===== src/rtl/core/rfd_pkg.sv =====
// Package for the response frame deframer.
// Holds frame constants, parser phases, status kinds and the result record.
// No dependencies.
package rfd_pkg;

  localparam logic [7:0] HdrFirst  = 8'h78;
  localparam logic [7:0] HdrSecond = 8'h07;
  localparam logic [7:0] EndMark   = 8'h79;
  localparam logic [7:0] AnyCmd    = 8'hFF;

  localparam int unsigned CfgIdxW = 8;
  localparam logic [CfgIdxW-1:0] RegWantMajor = CfgIdxW'(0);
  localparam logic [CfgIdxW-1:0] RegWantMinor = CfgIdxW'(1);

  typedef enum logic [2:0] {
    PhHunt0 = 3'd0,
    PhHunt1 = 3'd1,
    PhMajor = 3'd2,
    PhMinor = 3'd3,
    PhLen   = 3'd4,
    PhData  = 3'd5,
    PhSum   = 3'd6,
    PhEnd   = 3'd7
  } phase_e;

  typedef enum logic [1:0] {
    KindPayload = 2'd0,
    KindGood    = 2'd1,
    KindBadSum  = 2'd2,
    KindBadEnd  = 2'd3
  } kind_e;

  typedef struct packed {
    kind_e      kind;
    logic [7:0] data_byte;
    logic [7:0] byte_index;
    logic [7:0] cmd_major;
    logic [7:0] cmd_minor;
    logic [7:0] payload_len;
    logic       frame_end;
  } result_t;

endpackage


===== src/rtl/core/response_frame_deframer.sv =====
// Top level of the response frame deframer.
// Depends on rfd_pkg, rfd_cfg_regs, rfd_parser and rfd_out_reg.
//
// Takes one received byte per transaction and hunts for the header 0x78 0x07, then
// reads the two command bytes, a length, the payload, an 8-bit additive checksum and
// the end byte 0x79. Frames whose commands miss the filter registers (both 0xFF
// accepts all) are consumed silently. A passing frame yields one transaction per
// payload byte and one status transaction with tlast high. The parser updates its phase
// and sum in the cycle of acceptance and the result lands in one output register, so a
// byte is taken each cycle unless that register is held.
module response_frame_deframer (
  input  logic                        clk_i,
  input  logic                        rst_ni,
  input  logic                        cfg_valid_i,
  output logic                        cfg_ready_o,
  input  logic [rfd_pkg::CfgIdxW-1:0] cfg_index_i,
  input  logic [7:0]                  cfg_data_i,
  input  logic                        s_axis_tvalid,
  output logic                        s_axis_tready,
  input  logic [7:0]                  s_axis_tdata,  // [7:0] rx_byte
  output logic                        m_axis_tvalid,
  input  logic                        m_axis_tready,
  // [7:0] data_byte, [15:8] byte_index, [23:16] cmd_major, [31:24] cmd_minor,
  // [39:32] payload_len
  output logic [39:0]                 m_axis_tdata,
  output logic [1:0]                  m_axis_tuser,  // [1:0] kind
  output logic                        m_axis_tlast   // frame_end
);

  logic             accept;
  logic             space;
  logic [7:0]       want_major;
  logic [7:0]       want_minor;
  logic             res_valid;
  rfd_pkg::result_t res;
  rfd_pkg::result_t out_res;

  assign cfg_ready_o   = 1'b1;
  assign s_axis_tready = space;
  assign accept        = s_axis_tvalid && space;

  rfd_cfg_regs u_cfg (
    .clk_i        (clk_i),
    .rst_ni       (rst_ni),
    .wr_en_i      (cfg_valid_i),
    .wr_index_i   (cfg_index_i),
    .wr_data_i    (cfg_data_i),
    .want_major_o (want_major),
    .want_minor_o (want_minor)
  );

  rfd_parser u_parser (
    .clk_i        (clk_i),
    .rst_ni       (rst_ni),
    .accept_i     (accept),
    .rx_byte_i    (s_axis_tdata),
    .want_major_i (want_major),
    .want_minor_i (want_minor),
    .res_valid_o  (res_valid),
    .res_o        (res)
  );

  rfd_out_reg u_out (
    .clk_i       (clk_i),
    .rst_ni      (rst_ni),
    .load_i      (accept),
    .res_valid_i (res_valid),
    .res_i       (res),
    .space_o     (space),
    .valid_o     (m_axis_tvalid),
    .ready_i     (m_axis_tready),
    .res_o       (out_res)
  );

  assign m_axis_tdata = {out_res.payload_len, out_res.cmd_minor, out_res.cmd_major,
                         out_res.byte_index, out_res.data_byte};
  assign m_axis_tuser = out_res.kind;
  assign m_axis_tlast = out_res.frame_end;

endmodule


===== src/rtl/core/rfd_cfg_regs.sv =====
// Command filter registers of the response frame deframer.
// Depends on rfd_pkg for register indexes and reset values.
module rfd_cfg_regs (
  input  logic                       clk_i,
  input  logic                       rst_ni,
  input  logic                       wr_en_i,
  input  logic [rfd_pkg::CfgIdxW-1:0] wr_index_i,
  input  logic [7:0]                 wr_data_i,
  output logic [7:0]                 want_major_o,
  output logic [7:0]                 want_minor_o
);

  logic [7:0] want_major_q, want_major_d;
  logic [7:0] want_minor_q, want_minor_d;

  always_comb begin
    want_major_d = want_major_q;
    want_minor_d = want_minor_q;
    if (wr_en_i) begin
      case (wr_index_i)
        rfd_pkg::RegWantMajor: want_major_d = wr_data_i;
        rfd_pkg::RegWantMinor: want_minor_d = wr_data_i;
        default: ;
      endcase
    end
  end

  always_ff @(posedge clk_i or negedge rst_ni) begin
    if (!rst_ni) begin
      want_major_q <= rfd_pkg::AnyCmd;
      want_minor_q <= rfd_pkg::AnyCmd;
    end else begin
      want_major_q <= want_major_d;
      want_minor_q <= want_minor_d;
    end
  end

  assign want_major_o = want_major_q;
  assign want_minor_o = want_minor_q;

endmodule


===== src/rtl/core/rfd_parser.sv =====
// Frame parser of the response frame deframer: phase machine, held fields, checksum.
// Depends on rfd_pkg; produces at most one result record per accepted byte.
module rfd_parser (
  input  logic             clk_i,
  input  logic             rst_ni,
  input  logic             accept_i,
  input  logic [7:0]       rx_byte_i,
  input  logic [7:0]       want_major_i,
  input  logic [7:0]       want_minor_i,
  output logic             res_valid_o,
  output rfd_pkg::result_t res_o
);

  rfd_pkg::phase_e phase_q, phase_d;
  logic [7:0] major_q, major_d;
  logic [7:0] minor_q, minor_d;
  logic [7:0] len_q, len_d;
  logic [7:0] count_q, count_d;
  logic [7:0] sum_q, sum_d;
  logic [7:0] rx_sum_q, rx_sum_d;
  logic       wanted_q, wanted_d;
  logic [7:0] sum_add;
  logic [7:0] count_inc;

  assign sum_add   = sum_q + rx_byte_i;
  assign count_inc = count_q + 8'd1;

  always_comb begin
    phase_d     = phase_q;
    major_d     = major_q;
    minor_d     = minor_q;
    len_d       = len_q;
    count_d     = count_q;
    sum_d       = sum_q;
    rx_sum_d    = rx_sum_q;
    wanted_d    = wanted_q;
    res_valid_o = 1'b0;
    res_o.kind        = rfd_pkg::KindPayload;
    res_o.data_byte   = 8'd0;
    res_o.byte_index  = 8'd0;
    res_o.cmd_major   = major_q;
    res_o.cmd_minor   = minor_q;
    res_o.payload_len = len_q;
    res_o.frame_end   = 1'b0;
    if (accept_i) begin
      case (phase_q)
        rfd_pkg::PhHunt0: begin
          if (rx_byte_i == rfd_pkg::HdrFirst) phase_d = rfd_pkg::PhHunt1;
        end
        rfd_pkg::PhHunt1: begin
          if (rx_byte_i == rfd_pkg::HdrSecond) phase_d = rfd_pkg::PhMajor;
          else if (rx_byte_i == rfd_pkg::HdrFirst) phase_d = rfd_pkg::PhHunt1;
          else phase_d = rfd_pkg::PhHunt0;
        end
        rfd_pkg::PhMajor: begin
          major_d = rx_byte_i;
          sum_d   = rx_byte_i;
          phase_d = rfd_pkg::PhMinor;
        end
        rfd_pkg::PhMinor: begin
          minor_d  = rx_byte_i;
          sum_d    = sum_add;
          wanted_d = ((want_major_i == rfd_pkg::AnyCmd) && (want_minor_i == rfd_pkg::AnyCmd))
                  || ((major_q == want_major_i) && (rx_byte_i == want_minor_i));
          phase_d  = rfd_pkg::PhLen;
        end
        rfd_pkg::PhLen: begin
          len_d   = rx_byte_i;
          sum_d   = sum_add;
          count_d = 8'd0;
          phase_d = (rx_byte_i == 8'd0) ? rfd_pkg::PhSum : rfd_pkg::PhData;
        end
        rfd_pkg::PhData: begin
          sum_d            = sum_add;
          res_valid_o      = wanted_q;
          res_o.data_byte  = rx_byte_i;
          res_o.byte_index = count_q;
          count_d          = count_inc;
          if (count_inc == len_q) phase_d = rfd_pkg::PhSum;
        end
        rfd_pkg::PhSum: begin
          rx_sum_d = rx_byte_i;
          phase_d  = rfd_pkg::PhEnd;
        end
        rfd_pkg::PhEnd: begin
          res_valid_o     = wanted_q;
          res_o.frame_end = 1'b1;
          if (rx_byte_i != rfd_pkg::EndMark) res_o.kind = rfd_pkg::KindBadEnd;
          else if (sum_q == rx_sum_q) res_o.kind = rfd_pkg::KindGood;
          else res_o.kind = rfd_pkg::KindBadSum;
          phase_d = (rx_byte_i == rfd_pkg::HdrFirst) ? rfd_pkg::PhHunt1 : rfd_pkg::PhHunt0;
        end
        default: phase_d = rfd_pkg::PhHunt0;
      endcase
    end
  end

  always_ff @(posedge clk_i or negedge rst_ni) begin
    if (!rst_ni) begin
      phase_q  <= rfd_pkg::PhHunt0;
      major_q  <= 8'd0;
      minor_q  <= 8'd0;
      len_q    <= 8'd0;
      count_q  <= 8'd0;
      sum_q    <= 8'd0;
      rx_sum_q <= 8'd0;
      wanted_q <= 1'b0;
    end else begin
      phase_q  <= phase_d;
      major_q  <= major_d;
      minor_q  <= minor_d;
      len_q    <= len_d;
      count_q  <= count_d;
      sum_q    <= sum_d;
      rx_sum_q <= rx_sum_d;
      wanted_q <= wanted_d;
    end
  end

endmodule


===== src/rtl/core/rfd_out_reg.sv =====
// Result register of the response frame deframer; parts the input and output handshakes.
// Depends on rfd_pkg for the result record.
module rfd_out_reg (
  input  logic             clk_i,
  input  logic             rst_ni,
  input  logic             load_i,
  input  logic             res_valid_i,
  input  rfd_pkg::result_t res_i,
  output logic             space_o,
  output logic             valid_o,
  input  logic             ready_i,
  output rfd_pkg::result_t res_o
);

  logic             valid_q, valid_d;
  rfd_pkg::result_t res_q, res_d;

  assign space_o = !valid_q || ready_i;

  always_comb begin
    valid_d = valid_q && !ready_i;
    res_d   = res_q;
    if (load_i) begin
      valid_d = res_valid_i;
      res_d   = res_i;
    end
  end

  always_ff @(posedge clk_i or negedge rst_ni) begin
    if (!rst_ni) begin
      valid_q <= 1'b0;
    end else begin
      valid_q <= valid_d;
    end
  end

  always_ff @(posedge clk_i) begin
    res_q <= res_d;
  end

  assign valid_o = valid_q;
  assign res_o   = res_q;

endmodule

===== config.mk =====
export PLATFORM = sky130hd
export DESIGN_NAME = response_frame_deframer
export DESIGN_NICKNAME = d
export VERILOG_FILES = /design/src/rtl/core/rfd_pkg.sv /design/src/rtl/core/response_frame_deframer.sv /design/src/rtl/core/rfd_cfg_regs.sv /design/src/rtl/core/rfd_parser.sv /design/src/rtl/core/rfd_out_reg.sv
export SDC_FILE = /design/constraint.sdc
export NUM_CORES = 1
export LEC_CHECK = 0
export BUFFER_PORTS_ARGS = -buffer_cell sky130_fd_sc_hd__buf_2
export CELL_PAD_IN_SITES_DETAIL_PLACEMENT = 0
export CELL_PAD_IN_SITES_GLOBAL_PLACEMENT = 2
export CORE_MARGIN = 3
export CORE_UTILIZATION = 39
export CTS_CLUSTER_DIAMETER = 50
export DETAILED_ROUTE_END_ITERATION = 10
export GPL_TIMING_DRIVEN = 0
export PLACE_DENSITY = 0.85
export REMOVE_ABC_BUFFERS = 1
export SYNTH_ARGS = -nofsm -noshare
export SYNTH_HDL_FRONTEND = slang
export SYNTH_HIERARCHICAL = 1
export SYNTH_SLANG_ARGS = --single-unit

===== constraint.sdc =====
create_clock -name clk_i -period 3.8 [get_ports clk_i]
set_input_delay 0.76 -clock clk_i [delete_from_list [all_inputs] [get_ports clk_i]]
set_output_delay 0.76 -clock clk_i [all_outputs]
set_load 0.01 [all_outputs]

==> run metrics, run 1 <==
DR DRC count 0; mux cell area share after synthesis 10.80%; f_max 373.4 MHz; Initial Util 40.08%; final wirelength 10.88 mm; Final setup violation count 0; first-pass GRT wire length 17.59 mm; Yosys warning count 6; number of core rows 42; Crit. Startpoint m_axis_tready; final hold vios 0; Ports 75; Final min period 2.678 ns; RR Endpoint u_parser/major_q[7]$_DFFE_PN0P_; post-CTS setup buffer count 0; clock net sink count 112; Post-synth EDFFs 43; Final Worst Setup Slack 1.122 ns; commonest non-fill, non-tap cells in the layout 72 x buf_2, 53 x dfrtp_1, 43 x edfxtp_1; Worst IR Drop VDD 0.0002574 V; DPL Wire Length 7.503 mm; CTS tree done; largest family of logic cells by synthesized area simple AND/OR/NAND/NOR gates; core area 0.01330 mm^2; vias in the first global route 3404; arrival time worst endpoint 2.92 ns; clock-pin slew on the worst setup and hold paths 0.07 ns; CTS Hold Bufs 0; commonest non-fill, non-tap cell in the layout buf_2; Max Cap Viol 0; Worst setup EP type register; dpl ws 0.7144 ns; mapped cell area 0.005329 mm^2; Synth area leaders dfrtp_1 25%, edfxtp_1 24%, dfstp_2 7.9%; maximum clock insertion buffer count 2; Slew Limit Fails 0; Post-Synth Adder-Cell Area 2.254%; crit path launch type primary input; Avg Inst Size Synth 12.34 um^2; drt pass-1 iters 4; status completed; cts bufs inserted 9; I/O Buffers 73; Post-synth ARST share 61.61%; unrepaired setup endpoints after global routing false; simple-gate share of the synthesized area 12.98%; Tot GR Track Use 15.23%; Worst R2R Setup Slack 1.24 ns; die height 122.9 um; GP Congestion 0.7611; post-detailed-route count of antenna-violating nets 0; fin crit share 70.49%; P per Cell Area 540.9 mW/mm^2; Worst-Skew Late Latency 0.35 ns; critical path fanouts, max 33; Compound-Gate Fraction of Synth Area 6.809%; WL/cell 16.14 um; initial antenna violation count 0; Post-Syn Instances 432; DIE WIDTH 122.9 um; filler instances 1230; Crit path required time 4.04 ns; total gr overflow 0; xor and xnor area share after synthesis 6.762%; CP Class in -> reg; relative slew slack 26.67%; Seq. cell area 0.003038 mm^2; pin count of the biggest net entering global routing 67; area of the multi-input gates 0.002116 mm^2; Max Clock Skew 0.008706 ns; Diodes inserted 0; Reg2Reg Depth 6; worst-margin pin slew 1.100 ns; leakage 2.728 nW; die area 0.01510 mm^2; H-tree depth 3; register area share after synthesis 57.01%; WHS 0.2018 ns; DR iter-0 viols 213; layout cells sized above 1 32.33%; Synth area leader dfrtp_1; Synth cell types 61; vias per inst 5.092; area delta synth->final 14.79%; fin nets 531; Tightest Hold Check Type in -> async; commonest register cell after synthesis dfrtp_1; clk root buf clkbuf_16; worst r2r src u_out/valid_o$_DFF_PN0_; via count 3432; Resize count post-CTS 0; #FFs+latches synth 112; top cell type's share of synthesized area 24.89%
worst max path at each step:
stage                                                 end  slack [ns]  cells past startpoint
after detailed placement  u_parser/major_q[5]$_DFFE_PN0P_        0.71                      7
after global routing      u_parser/major_q[2]$_DFFE_PN0P_        0.91                      7
after floorplan           u_parser/major_q[0]$_DFFE_PN0P_        0.30                      5
final                     u_parser/major_q[7]$_DFFE_PN0P_        1.12                      7
after global placement    u_parser/minor_q[5]$_DFFE_PN0P_       -0.76                      5
after CTS                 u_parser/major_q[7]$_DFFE_PN0P_        1.08                      7
Yosys cell counts (all sizes together), types with 5 or more instances:
master / n
clkbuf: 12
edfxtp: 43
nor3: 10
nor2: 20
nand4: 13
xor2: 15
and3: 14
dfstp: 16
mux2: 44
nand2: 39
nor4: 5
xnor2: 24
dfrtp: 53
ha: 8
a21oi: 7
inv: 12
o21ai: 23
mux2i: 5
buf: 13
nand3: 13
stage by stage:
stage | instance area (um^2) | instances | total power [W] | util [%] | setup TNS, ns
2_1_floorplan | 5197 | 407 | 0.002174 | - | 0
3_3_place_gp | 5783 | 656 | 0.002409 | 43.50 | -23.36
3_5_place_dp | 5834 | 658 | 0.002441 | 43.88 | 0
4_1_cts | 6117 | 674 | 0.003347 | 46.01 | 0
5_1_grt | 6117 | 674 | 0.003523 | 46.01 | 0
6_report | 6117 | 674 | 0.003309 | 46.01 | 0
routing by layer:
metal	global-route usage [%]	wire length [um]
met5	0	0
met4	6.158	196
met3	2.516	402
met2	24.29	5063
met1	20.78	5218
registers in the layout (all words and copies together) (netlist names), 3 cells and up:
name,count
u_cfg/want_minor_o,8
u_parser/sum_q,8
u_out/res_o,43
u_parser/rx_sum_q,8
u_parser/major_q,8
u_cfg/want_major_o,8
u_parser/phase_q,3
u_parser/len_q,8
u_parser/count_q,8
u_parser/minor_q,8
worst max-delay path, stage by stage:
cell      delay (ns)
buf_2           0.07
nand2b_4        0.11
and2_2          0.52
buf_12          0.28
nand2_1         0.12
nor3_2          0.62
mux2_2          0.41
layout make-up:
| class | instances | share of cell area [%] |
|---|---|---|
| clock buffer | 11 | 3.968 |
| clock inverter | 5 | 0.6545 |
| inverter | 12 | 0.7363 |
| multi-input combinational | 283 | 34.59 |
| sequential | 112 | 49.66 |
| tap | 176 | 3.600 |
| timing repair buffer | 75 | 6.791 |
power by group:
part	switching, W	leakage [nW]	total (W)	internal, W
logic	0.000396	1.29	0.000744	0.000348
clock network	0.000431	0.128	0.000898	0.000467
registers	0.000207	1.31	0.00167	0.00146
logic make-up after synthesis:
| kind of cell | after synthesis |
|---|---|
| AOI/OAI and AO/OA | 54 |
| xor gates and xnor gates | 39 |
| adders and majority gates | 9 |
| buffers and inverters | 37 |
| DFF | 112 |
| muxes | 49 |
| other | 1 |
| and+or+nand+nor | 131 |
Note: power is estimated with default switching activity, not from simulation.
==> run 2: changes to the inputs <==
Clock period 3.8 ns to 2.6 ns, I/O delays scaled along.
==> run 2 against run 1 <==
  * Global-route usage about the same
  * Via count rose by 0.20%
  * Clock skew about the same
  * Critical path type is now reg -> reg
  * Critical endpoint is now u_parser/len_q[6]$_DFFE_PN0P_
  * Largest power group unchanged
==> run metrics, run 2 (synthesis gave the netlist of run 1 again) <==
CP Buf/Inv Count 1 (-1); layout cells sized above 1 32.67% (+0.34 points); fin crit share 92.15%; Ports 75 (unchanged); Initial Util 40.08% (unchanged); final hold vios 0 (unchanged); crit path launch type register; clock net sink count 112 (unchanged); Diodes inserted 0 (unchanged); fin nets 532 (+0.19%); Switching Share 31.45% (+0.19 points); DR iter-0 viols 239 (+12%); Tightest Hold Check Type in -> reg; final std cells w/o fill 675 (+0.15%); core area 0.01330 mm^2 (unchanged); setup TNS 0 ns (unchanged); Final Worst Setup Slack 0.2040 ns (-0.9175 ns); Psw 0.001527 W (+48%); worst path cell trace nand2b_4, and2_2, buf_12, nand2_2, nor2_2, mux2_2; die area 0.01510 mm^2 (unchanged); clock-pin slew on the worst setup and hold paths 0.07 ns (about the same); status completed; via count 3439 (+0.20%); Logic pwr share 22.6% (about the same); P per Cell Area 790.5 mW/mm^2 (+46%); area delta synth->final 15.21%; Worst setup EP type register; area of the multi-input gates 0.002128 mm^2 (+0.59%); Crit path required time 2.84 ns (-1.20 ns); post-CTS setup buffer count 0 (unchanged); final wirelength 10.91 mm (+0.23%); pin count of the biggest net entering global routing 67 (unchanged); commonest non-fill, non-tap cells in the layout 72 x buf_2, 53 x dfrtp_1, 43 x edfxtp_1; CTS tree done; first-pass GRT wire length 17.62 mm (+0.15%); Slew Limit Fails 0 (unchanged); Sequential Power Share 50.3% (about the same); GP Congestion 0.7611 (unchanged); commonest non-fill, non-tap cell in the layout buf_2; relative slew slack 28.76% (+2.1 points); maximum clock insertion buffer count 2 (unchanged); Max Clock Skew 0.008945 ns (+0.0002389 ns); filler instances 1227 (-0.24%); fin util 46.18% (+0.17 points); number of core rows 42 (unchanged); cts bufs inserted 9 (unchanged); Final min period 2.396 ns; DPL Wire Length 7.503 mm (unchanged); leakage 2.732 nW (+0.13%); flip-flop count of the largest register after layout 43 (unchanged); Worst-Skew Late Latency 0.35 ns (about the same); WHS 0.4064 ns (+0.2046 ns); Max Cap Viol 0 (unchanged); f_max 417.4 MHz; critical path fanouts, max 33 (unchanged); vias per inst 5.095 (about the same); die height 122.9 um (unchanged); Tot GR Track Use 15.25% (+0.021 points); post-detailed-route count of antenna-violating nets 0 (unchanged); drt pass-1 iters 4 (unchanged); Seq. cell area 0.003038 mm^2 (unchanged); slowest stage delay, CP 0.52 ns (-0.10 ns); DIE WIDTH 122.9 um (unchanged); initial antenna violation count 0 (unchanged); Worst IR Drop VDD 0.0003774 V (+47%); P_int 0.003327 W (+46%); worst-margin pin slew 1.069 ns (-0.03143 ns); slowest stage cell on the critical path and2_2; CP Class reg -> reg; clk root buf clkbuf_16; dpl ws -0.2456 ns (-0.9600 ns); DR DRC count 0 (unchanged); cell count after placement 658 (unchanged); unrepaired setup endpoints after global routing false; Final setup violation count 0 (unchanged); arrival time worst endpoint 2.63 ns (-0.29 ns); WL/cell 16.16 um (about the same); Clk network pwr share 27.1% (about the same); H-tree depth 3 (unchanged); vias in the first global route 3413 (+0.26%); CP top delay family simple AND/OR/NAND/NOR gates; total gr overflow 0 (unchanged); I/O Buffers 73 (unchanged)
## run 2: worst register-to-register path: stages, from the launching register on
cell,delay (ns)
dfrtp_1,0.40
nand2b_4,0.08
and2_2,0.52
buf_12,0.28
nand2_2,0.21
nor2_2,0.39
mux2_2,0.39
## run 2: what timing repair did
item	CTS	global route
endpoints found under the hold margin	3	0
hold buffers	1	0
resized for setup	1	3
endpoints found under the setup margin	7	13
## run 2: per-layer routing
metal / up-vias / part of all wire, % / track usage (%)
li1: 1686 / - / -
met1: 1672 / 48 / 20.79
met2: 68 / 47 / 24.36
met3: 13 / 3.6 / 2.516
met4: 0 / 1.6 / 6.158
met5: - / 0 / 0
## run 2: path summary, 6_finish.rpt
| path | from | endpoint | slack [ns] | depth (start not counted) |
|---|---|---|---|---|
| setup / recovery | u_out/valid_o$_DFF_PN0_ | u_parser/len_q[6]$_DFFE_PN0P_ | 0.20 | 6 |
| hold / removal | cfg_data_i[7] | u_cfg/want_minor_o[7]$_DFFE_PN1P_ | 0.41 | 2 |
| setup reg to reg | u_out/valid_o$_DFF_PN0_ | u_parser/len_q[6]$_DFFE_PN0P_ | 0.20 | 6 |
| hold reg to reg | u_parser/minor_q[5]$_DFFE_PN0P_ | u_out/res_o[14]$_DFFE_PP_ | 0.45 | 0 |
| max in group asynchronous | rst_ni | u_cfg/want_major_o[7]$_DFFE_PN1P_ | 1.51 | 3 |
| min in group asynchronous | rst_ni | u_parser/minor_q[2]$_DFFE_PN0P_ | 0.52 | 2 |
## run 2: power groups by stage
stage / registers, W / clock network (W) / logic (W)
2_1_floorplan: 0.00244 / 0 / 0.000741
3_3_place_gp: 0.00247 / 0 / 0.00105
3_5_place_dp: 0.00247 / 0 / 0.00109
4_1_cts: 0.00244 / 0.00135 / 0.00110
5_1_grt: 0.00250 / 0.00142 / 0.00124
6_report: 0.00244 / 0.00132 / 0.00109
## run 2: layout make-up
type / instances / share of cell area [%]
clock buffers: 11 / 3.954
flip-flops and latches: 112 / 49.48
inverters: 12 / 0.7336
clock inverters: 5 / 0.6521
multi-input cells: 283 / 34.66
well taps: 176 / 3.587
repair buffers: 76 / 6.929
## run 2: per-stage QoR
stage          instance area (um^2)  total power (W)
6_report                       6140         0.004853
5_1_grt                        6140         0.005162
4_1_cts                        6133         0.004899
3_5_place_dp                   5834         0.003568
3_3_place_gp                   5783         0.003521
2_1_floorplan                  5197         0.003177
